## src/wmh_pkg.sv

```systemverilog
// ============================================================================
// wmh_pkg
// Shared types, constants and helpers of the 128-bit wide-multiply hash.
// ============================================================================
`default_nettype none

package wmh_pkg;

	localparam int BlockBytes = 96;
	localparam int Words      = BlockBytes / 8;
	localparam int WordIdxW   = $clog2(Words);

	localparam logic [63:0] HCONST [13] = '{
		64'h5ae31e589c56e17a, 64'h96d7bb04e64f6da9, 64'h7ab1006b26f9eb64,
		64'h21233394220b8457, 64'h047cb9557c9f3b43, 64'hd24f2590c0bcee28,
		64'h33ea8f71bb6016d8, 64'hb5d2697595d0a01f, 64'h9bb30a32f00e2b4f,
		64'h4acea09317a429d1, 64'hc2b2435dfdd545c6, 64'hfda811a785572a42,
		64'he5f50676bf67137b
	};
	localparam logic [63:0] MASK_I = 64'o1555555555555555555555;
	localparam logic [63:0] MASK_J = 64'o1333333333333333333333;
	localparam logic [63:0] MASK_K = 64'o0666666666666666666666;

	localparam logic [0:0] REG_SEED_LOW  = 1'b0;
	localparam logic [0:0] REG_SEED_HIGH = 1'b1;

	typedef logic [5:0][63:0] lanes_t;

	typedef struct packed {
		logic [63:0] data_word;
		logic [3:0]  byte_count;
		logic        last;
	} in_item_t;

	typedef struct packed {
		logic [63:0] hash_low;
		logic [63:0] hash_high;
	} out_item_t;

	typedef enum logic [3:0] {
		ST_IDLE, ST_CHECK, ST_WRITE, ST_ABS, ST_FIN_INIT, ST_FIN_HEAD, ST_FIN_TAIL,
		ST_MIX_A, ST_MIX_B, ST_MIX_C, ST_MIX_D, ST_MUL2, ST_MIX_E, ST_MUL3, ST_OUT
	} state_t;

	typedef enum logic [2:0] {
		MUL_LANES, MUL_IJ, MUL_JK, MUL_KI, MUL_IC, MUL_JC, MUL_KC
	} mul_src_t;

	typedef enum logic [3:0] {
		OP_NONE, OP_ACCEPT, OP_WRITE, OP_ABS_WB, OP_FIN_INIT,
		OP_MIX_A, OP_MIX_B, OP_MIX_C, OP_MIX_D, OP_MIX_E, OP_OUT
	} dp_op_t;

	typedef enum logic [1:0] {
		RD_IDLE, RD_FETCH, RD_MERGE
	} rd_ph_t;

	typedef struct packed {
		dp_op_t     op;
		logic       rd_start;
		logic       rd_tail;
		logic [6:0] rd_off;
		logic [1:0] rd_tidx;
		logic [2:0] rd_lane;
		logic       mul_start;
		mul_src_t   mul_src;
		logic [2:0] mul_a;
		logic [2:0] mul_b;
		logic [2:0] mul_dst;
		logic [2:0] round;
	} dp_cmd_t;

	typedef struct packed {
		logic       n_zero;
		logic       pc_full;
		logic       last;
		logic       rd_done;
		logic       mul_done;
		logic [2:0] fin_rounds;
		logic       out_free;
	} dp_stat_t;

	function automatic lanes_t lane_init(input logic [63:0] slo, input logic [63:0] shi);
		lanes_t l;
		l[0] = HCONST[0] ^ (slo & MASK_I);
		l[1] = HCONST[1] ^ (shi & MASK_J);
		l[2] = HCONST[2] ^ (slo & MASK_K);
		l[3] = HCONST[3] ^ (shi & MASK_I);
		l[4] = HCONST[4] ^ (slo & MASK_J);
		l[5] = HCONST[5] ^ (shi & MASK_K);
		return l;
	endfunction

endpackage

`default_nettype wire

```

## src/wmh_ctrl.sv

```systemverilog
// ============================================================================
// wmh_ctrl
// Sequencer: packing, block absorption, finalization program.
// ============================================================================
`default_nettype none

module wmh_ctrl (
	input  wire logic               clk,
	input  wire logic               arst_n,
	input  wire logic               in_valid,
	output logic                    in_stall,
	input  wire wmh_pkg::dp_stat_t  stat,
	output wmh_pkg::dp_cmd_t        cmd
);

	wmh_pkg::state_t state_q, state_d;
	logic [2:0] round_q, round_d, ph_q, ph_d, nxt_lane;
	logic       issued_q, unit_done, want_rd, want_mul;

	assign unit_done = stat.rd_done || stat.mul_done;
	assign nxt_lane  = (round_q == 3'd5) ? 3'd0 : round_q + 3'd1;

	// next state
	always_comb begin
		state_d = state_q;
		round_d = round_q;
		ph_d    = ph_q;
		case (state_q)
			wmh_pkg::ST_IDLE: if (in_valid) state_d = wmh_pkg::ST_CHECK;
			wmh_pkg::ST_CHECK: begin
				round_d = 3'd0;
				ph_d    = 3'd0;
				if (stat.n_zero) state_d = stat.last ? wmh_pkg::ST_FIN_INIT : wmh_pkg::ST_IDLE;
				else if (stat.pc_full) state_d = wmh_pkg::ST_ABS;
				else state_d = wmh_pkg::ST_WRITE;
			end
			wmh_pkg::ST_WRITE: state_d = wmh_pkg::ST_CHECK;
			wmh_pkg::ST_ABS: begin
				if (ph_q == 3'd3) begin
					ph_d = 3'd0;
					if (round_q == 3'd5) state_d = wmh_pkg::ST_CHECK;
					else round_d = round_q + 3'd1;
				end else if (unit_done) ph_d = ph_q + 3'd1;
			end
			wmh_pkg::ST_FIN_INIT: begin
				round_d = 3'd0;
				ph_d    = 3'd0;
				state_d = (stat.fin_rounds == 3'd0) ? wmh_pkg::ST_FIN_TAIL : wmh_pkg::ST_FIN_HEAD;
			end
			wmh_pkg::ST_FIN_HEAD: begin
				if (unit_done) begin
					if (ph_q == 3'd2) begin
						ph_d = 3'd0;
						if (round_q + 3'd1 == stat.fin_rounds) state_d = wmh_pkg::ST_FIN_TAIL;
						else round_d = round_q + 3'd1;
					end else ph_d = ph_q + 3'd1;
				end
			end
			wmh_pkg::ST_FIN_TAIL: begin
				if (unit_done) begin
					if (ph_q == 3'd5) begin
						ph_d = 3'd0;
						state_d = wmh_pkg::ST_MIX_A;
					end else ph_d = ph_q + 3'd1;
				end
			end
			wmh_pkg::ST_MIX_A: state_d = wmh_pkg::ST_MIX_B;
			wmh_pkg::ST_MIX_B: state_d = wmh_pkg::ST_MIX_C;
			wmh_pkg::ST_MIX_C: state_d = wmh_pkg::ST_MIX_D;
			wmh_pkg::ST_MIX_D: begin
				ph_d = 3'd0;
				state_d = wmh_pkg::ST_MUL2;
			end
			wmh_pkg::ST_MUL2: begin
				if (unit_done) begin
					if (ph_q == 3'd2) begin
						ph_d = 3'd0;
						state_d = wmh_pkg::ST_MIX_E;
					end else ph_d = ph_q + 3'd1;
				end
			end
			wmh_pkg::ST_MIX_E: begin
				ph_d = 3'd0;
				state_d = wmh_pkg::ST_MUL3;
			end
			wmh_pkg::ST_MUL3: begin
				if (unit_done) begin
					if (ph_q == 3'd2) begin
						ph_d = 3'd0;
						state_d = wmh_pkg::ST_OUT;
					end else ph_d = ph_q + 3'd1;
				end
			end
			wmh_pkg::ST_OUT: if (stat.out_free) state_d = wmh_pkg::ST_IDLE;
			default: state_d = wmh_pkg::ST_IDLE;
		endcase
	end

	// outputs
	always_comb begin
		cmd      = '0;
		cmd.op   = wmh_pkg::OP_NONE;
		cmd.mul_src = wmh_pkg::MUL_LANES;
		cmd.round = round_q;
		want_rd  = 1'b0;
		want_mul = 1'b0;
		case (state_q)
			wmh_pkg::ST_IDLE:  if (in_valid) cmd.op = wmh_pkg::OP_ACCEPT;
			wmh_pkg::ST_WRITE: cmd.op = wmh_pkg::OP_WRITE;
			wmh_pkg::ST_ABS, wmh_pkg::ST_FIN_HEAD: begin
				case (ph_q)
					3'd0: begin
						want_rd = 1'b1;
						cmd.rd_off  = {round_q, 1'b0, 3'b000};
						cmd.rd_lane = round_q;
					end
					3'd1: begin
						want_rd = 1'b1;
						cmd.rd_off  = {round_q, 1'b1, 3'b000};
						cmd.rd_lane = nxt_lane;
					end
					3'd2: begin
						want_mul = 1'b1;
						cmd.mul_a   = round_q;
						cmd.mul_b   = nxt_lane;
						cmd.mul_dst = round_q;
					end
					default: if (state_q == wmh_pkg::ST_ABS) cmd.op = wmh_pkg::OP_ABS_WB;
				endcase
			end
			wmh_pkg::ST_FIN_INIT: cmd.op = wmh_pkg::OP_FIN_INIT;
			wmh_pkg::ST_FIN_TAIL: begin
				cmd.rd_tail = 1'b1;
				case (ph_q)
					3'd0: begin want_rd = 1'b1; cmd.rd_tidx = 2'd0; cmd.rd_lane = 3'd4; end
					3'd1: begin want_rd = 1'b1; cmd.rd_tidx = 2'd1; cmd.rd_lane = 3'd5; end
					3'd2: begin
						want_mul = 1'b1; cmd.mul_a = 3'd4; cmd.mul_b = 3'd5; cmd.mul_dst = 3'd4;
					end
					3'd3: begin want_rd = 1'b1; cmd.rd_tidx = 2'd2; cmd.rd_lane = 3'd5; end
					3'd4: begin want_rd = 1'b1; cmd.rd_tidx = 2'd3; cmd.rd_lane = 3'd0; end
					default: begin
						want_mul = 1'b1; cmd.mul_a = 3'd5; cmd.mul_b = 3'd0; cmd.mul_dst = 3'd5;
					end
				endcase
			end
			wmh_pkg::ST_MIX_A: cmd.op = wmh_pkg::OP_MIX_A;
			wmh_pkg::ST_MIX_B: cmd.op = wmh_pkg::OP_MIX_B;
			wmh_pkg::ST_MIX_C: cmd.op = wmh_pkg::OP_MIX_C;
			wmh_pkg::ST_MIX_D: cmd.op = wmh_pkg::OP_MIX_D;
			wmh_pkg::ST_MIX_E: cmd.op = wmh_pkg::OP_MIX_E;
			wmh_pkg::ST_MUL2: begin
				want_mul = 1'b1;
				cmd.mul_dst = ph_q;
				case (ph_q)
					3'd0:    cmd.mul_src = wmh_pkg::MUL_IJ;
					3'd1:    cmd.mul_src = wmh_pkg::MUL_JK;
					default: cmd.mul_src = wmh_pkg::MUL_KI;
				endcase
			end
			wmh_pkg::ST_MUL3: begin
				want_mul = 1'b1;
				cmd.mul_dst = ph_q + 3'd3;
				case (ph_q)
					3'd0:    cmd.mul_src = wmh_pkg::MUL_IC;
					3'd1:    cmd.mul_src = wmh_pkg::MUL_JC;
					default: cmd.mul_src = wmh_pkg::MUL_KC;
				endcase
			end
			wmh_pkg::ST_OUT: if (stat.out_free) cmd.op = wmh_pkg::OP_OUT;
			default: ;
		endcase
		cmd.rd_start  = want_rd && !issued_q;
		cmd.mul_start = want_mul && !issued_q;
	end

	assign in_stall = (state_q != wmh_pkg::ST_IDLE);

	always_ff @(posedge clk or negedge arst_n) begin
		if (!arst_n) begin
			state_q  <= wmh_pkg::ST_IDLE;
			round_q  <= '0;
			ph_q     <= '0;
			issued_q <= 1'b0;
		end else begin
			state_q  <= state_d;
			round_q  <= round_d;
			ph_q     <= ph_d;
			issued_q <= unit_done ? 1'b0 : (issued_q | cmd.rd_start | cmd.mul_start);
		end
	end

endmodule

`default_nettype wire

```

## config.mk

```make
export PLATFORM = sky130hd
export DESIGN_NAME = wmh_ctrl
export DESIGN_NICKNAME = d
export VERILOG_FILES = /design/src/wmh_pkg.sv /design/src/wmh_ctrl.sv
export SDC_FILE = /design/constraint.sdc
export NUM_CORES = 1
export LEC_CHECK = 0
export BUFFER_PORTS_ARGS = -buffer_cell sky130_fd_sc_hd__buf_2
export CAP_MARGIN = 10
export CELL_PAD_IN_SITES_DETAIL_PLACEMENT = 0
export CELL_PAD_IN_SITES_GLOBAL_PLACEMENT = 1
export CORE_MARGIN = 3
export CORE_UTILIZATION = 39
export DETAILED_ROUTE_END_ITERATION = 10
export PLACE_DENSITY = 0.87
export SKIP_CTS_REPAIR_TIMING = 1
export SLEW_MARGIN = 25
export SYNTH_ARGS = -nofsm -noshare
export SYNTH_HDL_FRONTEND = slang
export SYNTH_SLANG_ARGS = --single-unit
```

## constraint.sdc

```tcl
create_clock -name clk -period 5.65 [get_ports clk]
set_clock_uncertainty 0.2 [all_clocks]
set_input_delay 0.2825 -clock clk [delete_from_list [all_inputs] [get_ports clk]]
set_output_delay 0.2825 -clock clk [all_outputs]
set_load 0.02 [all_outputs]
```

==> flow_metrics.tcl, run 1 <==
set metrics [dict create \
    clockBufferDepth 2 \
    synth_largest_area_cell "dfrtp_1" \
    cp-start-kind "flip-flop" \
    gr-max-usage-layer "met2" \
    number_of_clock_sinks_seen_by_cts 11 \
    port_buffers 43 \
    total_power_mw 1.14 \
    die-area_sq_um 4730 \
    die_width_um 68.7 \
    starting_density_of_the_core 0.413 \
    grt.overflow.total 0 \
    grt_pass1_vias 1525 \
    post_route_cells_drive_above_1_share 0.237 \
    placement_rows 22 \
    route.detailed.vias_per_inst 5.73 \
    crit_path_dat_ps 2650 \
    cp-end-kind "output port" \
    cts.htree.levels 1 \
    yosys-top-cells-count "nor2_1, nand2_1, a21oi_1" \
    setup_violations 0 \
    grt_first_pass_wirelength_um 7130 \
    drt-total-wl_um 4440 \
    drcViolationCount 0 \
    hp-class "in -> reg" \
    detail_route.iter0.violations 103 \
    synth.most_common_cell "nor2_1" \
    rsz0062_at_grt "false" \
    synth.avg_cell_area_sq_um 7.28 \
    fmaxAchievable_mhz 319 \
    synth_enable_flop_cells 0 \
    max_capacitance_violation_count 0 \
    critical_path_required_ps 5170 \
    antenna_cells 0 \
    ys_async_sr_fraction 1.00 \
    worst_path_max_delay_cell "dfrtp_1" \
    synthesis.yosys.warnings 0 \
    post_synth_main_area_contributors "dfrtp_1, ha_1, nor2_1, a21oi_1, nand2_1" \
    grt_start_max_net_pins 32 \
    critPathMaxFanout 31 \
    synth.cell_area_sq_um 1540 \
    io-pin-count 47 \
    final_period_minus_worst_setup_slack_ps 3130 \
    num_vias 1680 \
    hold_violations 0 \
    ant_nets 0 \
    clk-insertion-delay-late_ps 250 \
    tns_ps 0 \
    crit_type "reg -> out" \
    clkSlewWorstSetupHoldPaths_ps 60 \
    drt-pass1-iter-count 4 \
    power.density_cell_area_nw_per_um2 640 \
    grt_use_total 0.199 \
    syn_to_final_growth_pct 15.6 \
    place_congestion 0.845 \
    nNetsFinal 267 \
    post_layout_nonfiller_instances 293 \
    globalRouteMet3Util 0.0211 \
    tightestPinTransition_ps 873 \
    vdd_drop_max_uv 308 \
    grt_use_met2 0.310 \
    share_of_the_cycle_needed_by_the_critical_path_after_routing 0.554 \
    synth_seq_cells 11 \
    netlist-cell-type-count 59 \
    tritoncts "built" \
    netlist.area_leader.share 0.179 \
    max-slew-margin-rel 0.418 \
    hpwlAfterDp_um 3360 \
    ys_dominant_reg_cell "dfrtp_1" \
    grt.met1_usage 0.280 \
    run_status "complete, no violations" \
    critical_path.cell_chain "nand2b_1, nor2_1, nand2_1, o22a_1, o22ai_1, buf_2" \
    synth.yosys.seq_area_share 0.179 \
    route.detailed.wl_per_inst_um 15.2 \
    cts_root_buffer "clkbuf_8" \
    final_max_slew_viol_count 0 \
    placed_cells_incl_taps 288 \
    dieHeight_um 68.7 \
    cp_max_stage_delay_ps 910 \
    antenna_found_initial 0 \
    coreArea_sq_um 3720 \
    cts_buffers 3 \
    power_leakage_nw 0.842 \
    postSynthCellCount 211 \
]
[layout by cell type (no fill, tap or decap), drive strengths merged, types with 4 or more instances in the layout]
| master | Yosys | final |
|---|---|---|
| buf | 10 | 43 |
| nor2 | 28 | 28 |
| nand2 | 19 | 19 |
| a21oi | 16 | 16 |
| nor3 | 11 | 11 |
| dfrtp | 11 | 11 |
| inv | 10 | 10 |
| o21ai | 10 | 10 |
| ha | 9 | 9 |
| nand2b | 5 | 5 |
| a21o | 4 | 4 |
| o22ai | 4 | 4 |
| clkbuf | 6 | 4 |
| and2 | 4 | 4 |
[state kept, by name, summed over array words and instances (netlist names)]
register and cells:
issued_q 1, ph_q 3, round_q 3, state_q 4
[cell families after synthesis]
family                     Yosys count  synth area share
muxes                                5            0.0350
and+or+nand+nor                     86             0.276
xor gates and xnor gates             5            0.0383
other                                1           0.00244
adders and majority gates            9            0.0734
buffers and inverters               26            0.0880
AOI/OAI and AO/OA                   68             0.307
DFF                                 11             0.179
[worst paths after layout]
| check | slack (ps) | from | cells past startpoint | end |
|---|---|---|---|---|
| setup reg to reg | 2920 | state_q[1] | 5 | state_q[1] |
| min in group asynchronous | 240 | arst_n | 2 | state_q[1] |
| setup / recovery | 2520 | state_q[1] | 6 | cmd[18] |
| hold / removal | 160 | stat[5] | 3 | issued_q |
| hold reg to reg | 370 | round_q[1] | 2 | round_q[1] |
| max in group asynchronous | 4780 | arst_n | 2 | ph_q[1] |
[area by class of cell]
| cell class | instances | area [sq um] |
|---|---|---|
| fillers | 397 | 1940 |
| multi-input cells | 176 | 1130 |
| flip-flops and latches | 11 | 275 |
| repair buffers | 44 | 225 |
| well taps | 48 | 60.1 |
| clock buffers | 4 | 45.0 |
| inverters | 10 | 37.5 |
[metrics by stage]
step	hold slack (ps)	cell area, sq um	utilization	setup slack, ps
2_1_floorplan	-213	1540	-	3260
3_3_place_gp	-22.7	1720	0.463	2900
3_5_place_dp	-15.0	1720	0.463	2890
4_1_cts	-277	1770	0.475	2600
5_1_grt	197	1780	0.478	2380
6_report	161	1780	0.478	2520
[layer usage]
layer	share of wire	routed length, um
met1	0.46	2050
met3	0.050	222
met4	0.014	63
met5	0	0
met2	0.47	2100
[where the power goes]
part           internal (mW)  switching [mW]  total, mW
combinational          0.331           0.461      0.792
sequential             0.116           0.140      0.257
clock                 0.0500          0.0373     0.0873
total                  0.498           0.638       1.14
[worst max-delay path: cells and delay by family, from the launching register on]
family                 cells  cell delay, ps
buffers and inverters      1             210
and+or+nand+nor            3             890
AOI/OAI and AO/OA          2             390
DFF                        1             910
No activity file was read; power rests on OpenSTA's default activity.
==> run 2: changes to the inputs <==
--- a/config.mk
+++ b/config.mk
@@ -10,9 +10,9 @@
 export CELL_PAD_IN_SITES_DETAIL_PLACEMENT = 0
 export CELL_PAD_IN_SITES_GLOBAL_PLACEMENT = 1
 export CORE_MARGIN = 3
-export CORE_UTILIZATION = 39
+export CORE_UTILIZATION = 33
 export DETAILED_ROUTE_END_ITERATION = 10
-export PLACE_DENSITY = 0.87
+export PLACE_DENSITY = 0.79
 export SKIP_CTS_REPAIR_TIMING = 1
 export SLEW_MARGIN = 25
 export SYNTH_ARGS = -nofsm -noshare
==> constraint.sdc (replaced) <==
create_clock -name clk -period 2.66 [get_ports clk]
set_clock_uncertainty 0.2 [all_clocks]
set_input_delay 0.133 -clock clk [delete_from_list [all_inputs] [get_ports clk]]
set_output_delay 0.133 -clock clk [all_outputs]
set_load 0.02 [all_outputs]
==> run 2 against run 1 <==
Compared with the run above:
- register-to-register slack worse by 2700 ps
- sequential share of layout area fell by 0.74 points
- clock-buffer cell count shrank 1
- global-route usage shrank 1.8 points
- hold slack worse by 130 ps
- cell count up 5.1%
- first-iteration DRC count grew 20%
- worst setup slack got worse by 2400 ps
- die area increased by 17%
- largest cell class unchanged
- highest routed layer unchanged
==> flow_metrics.tcl, run 2 (synthesis results as in run 1) <==
set metrics [dict create \
    cts_root_buffer "clkbuf_8" \
    rsz0062_at_grt "false" \
    die_width_um 74.2 \
    io-pin-count 47 \
    grt_first_pass_wirelength_um 7780 \
    port_buffers 43 \
    nNetsFinal 278 \
    detailed_place.area_sq_um 1810 \
    coreArea_sq_um 4410 \
    detail_route.iter0.violations 124 \
    top_signal_layer_used "met4" \
    route.detailed.vias_per_inst 5.56 \
    drcViolationCount 0 \
    grt_start_max_net_pins 17 \
    dieHeight_um 74.2 \
    mostFrequentLayoutCell "buf_2" \
    number_of_clock_sinks_seen_by_cts 11 \
    place_ws_ps 236 \
    hold_violations 0 \
    clkSlewWorstSetupHoldPaths_ps 60 \
    post_route_cells_drive_above_1_share 0.285 \
    critPathMaxFanout 11 \
    tns_ps 0 \
    cp-start-kind "flip-flop" \
    crit_path_dat_ps 2210 \
    utilization 0.424 \
    grt_pass1_vias 1568 \
    cts_buffers 3 \
    fmaxAchievable_mhz 394 \
    critical-path-top-delay-family "simple AND/OR/NAND/NOR gates" \
    run_status "complete, no violations" \
    critical_path_required_ps 2330 \
    cp_max_stage_delay_ps 520 \
    die-area_sq_um 5510 \
    grt_use_total 0.181 \
    met3RoutedLength_um 141 \
    setup_violations 0 \
    tritoncts "built" \
    antenna_cells 0 \
    layout.cells.most_common_list "buf_2, nor2_1, nand2_1, a21oi_1, buf_4" \
    fin_ws_ps 122 \
    cp-end-kind "output port" \
    starting_density_of_the_core 0.348 \
    worst_path_max_delay_cell "dfrtp_1" \
    clk-insertion-delay-late_ps 240 \
    hpwlAfterDp_um 3820 \
    vdd_drop_max_uv 485 \
    fin_area_sq_um 1870 \
    hp-class "in -> reg" \
    route.detailed.wl_per_inst_um 15.8 \
    max_capacitance_violation_count 0 \
    power.density_cell_area_nw_per_um2 1370 \
    grt.overflow.total 0 \
    drt-met1-wl_um 2270 \
    reg_top3 "state_q x4, ph_q x3, round_q x3" \
    antenna_found_initial 0 \
    met2_length_um 2440 \
    syn_to_final_growth_pct 22.0 \
    largest_register_ff_count 4 \
    drt-pass1-iter-count 4 \
    final_period_minus_worst_setup_slack_ps 2540 \
    clockBufferDepth 2 \
    cts.htree.levels 1 \
    ant_nets 0 \
    registers.top_by_ff_count "state_q" \
    share_of_the_cycle_needed_by_the_critical_path_after_routing 0.954 \
    timing.critical_path.mode_cell "a21oi_1" \
    final_max_slew_viol_count 0 \
    critical_path.cell_chain "ha_1, and2_2, or3b_2, a21oi_1, a21oi_1, nor2_1, buf_2" \
    cp.buffers_inverters 1 \
    num_vias 1714 \
    power_leakage_nw 0.899 \
    placement_rows 24 \
    place_congestion 0.832 \
    drt-total-wl_um 4880 \
    crit_type "reg -> out" \
]
-- run 2: cell count changes in the layout (fill, tap and decap cells not counted), sizes merged --
cell | previous run | this run
buf | 43 | 54
clkinv | 0 | 1
clkbuf | 4 | 3
-- run 2: where the power goes --
group	leakage, nW	total (mW)	switching (mW)	internal (mW)
clock	0.0255	0.178	0.0746	0.104
sequential	0.137	0.451	0.200	0.251
combinational	0.736	1.94	1.13	0.802
total	0.899	2.57	1.41	1.16
-- run 2: tightest hold or removal path: stages --
cell and delay (ps):
buf_2 90, or2_2 160, a31oi_1 60
-- run 2: per-layer routing --
metal  up-vias  global-route usage
met2        38               0.297
met4         0              0.0302
met1       820               0.255
li1        852                   -
met5         -                   0
met3         4              0.0284
-- run 2: cell type report --
cell class                 count  area (sq um)
sequential                    11           277
tap                           52          65.1
timing repair buffer          55           308
clock inverter                 1          5.00
clock buffer                   3          41.3
inverter                      10          37.5
multi-input combinational    176          1140
fill                         491          2540
-- run 2: per-stage QoR --
stage	hold WS, ps	std cells	power, mW
4_1_cts	-428	307	2.55
3_3_place_gp	-163	303	2.35
6_report	35.9	308	2.57
3_5_place_dp	-159	303	2.35
2_1_floorplan	-363	213	1.85
5_1_grt	54.2	308	2.81
-- run 2: final timing paths --
kind                             from          to  slack (ps)  depth (start not counted)
hold reg to reg            round_q[1]  round_q[1]         370                          2
hold / removal                stat[4]    issued_q          40                          3
setup reg to reg           round_q[0]  round_q[0]         230                          5
max in group asynchronous      arst_n     ph_q[0]        1910                          2
setup / recovery           round_q[0]     cmd[16]         120                          7
min in group asynchronous      arst_n  state_q[0]         100                          2
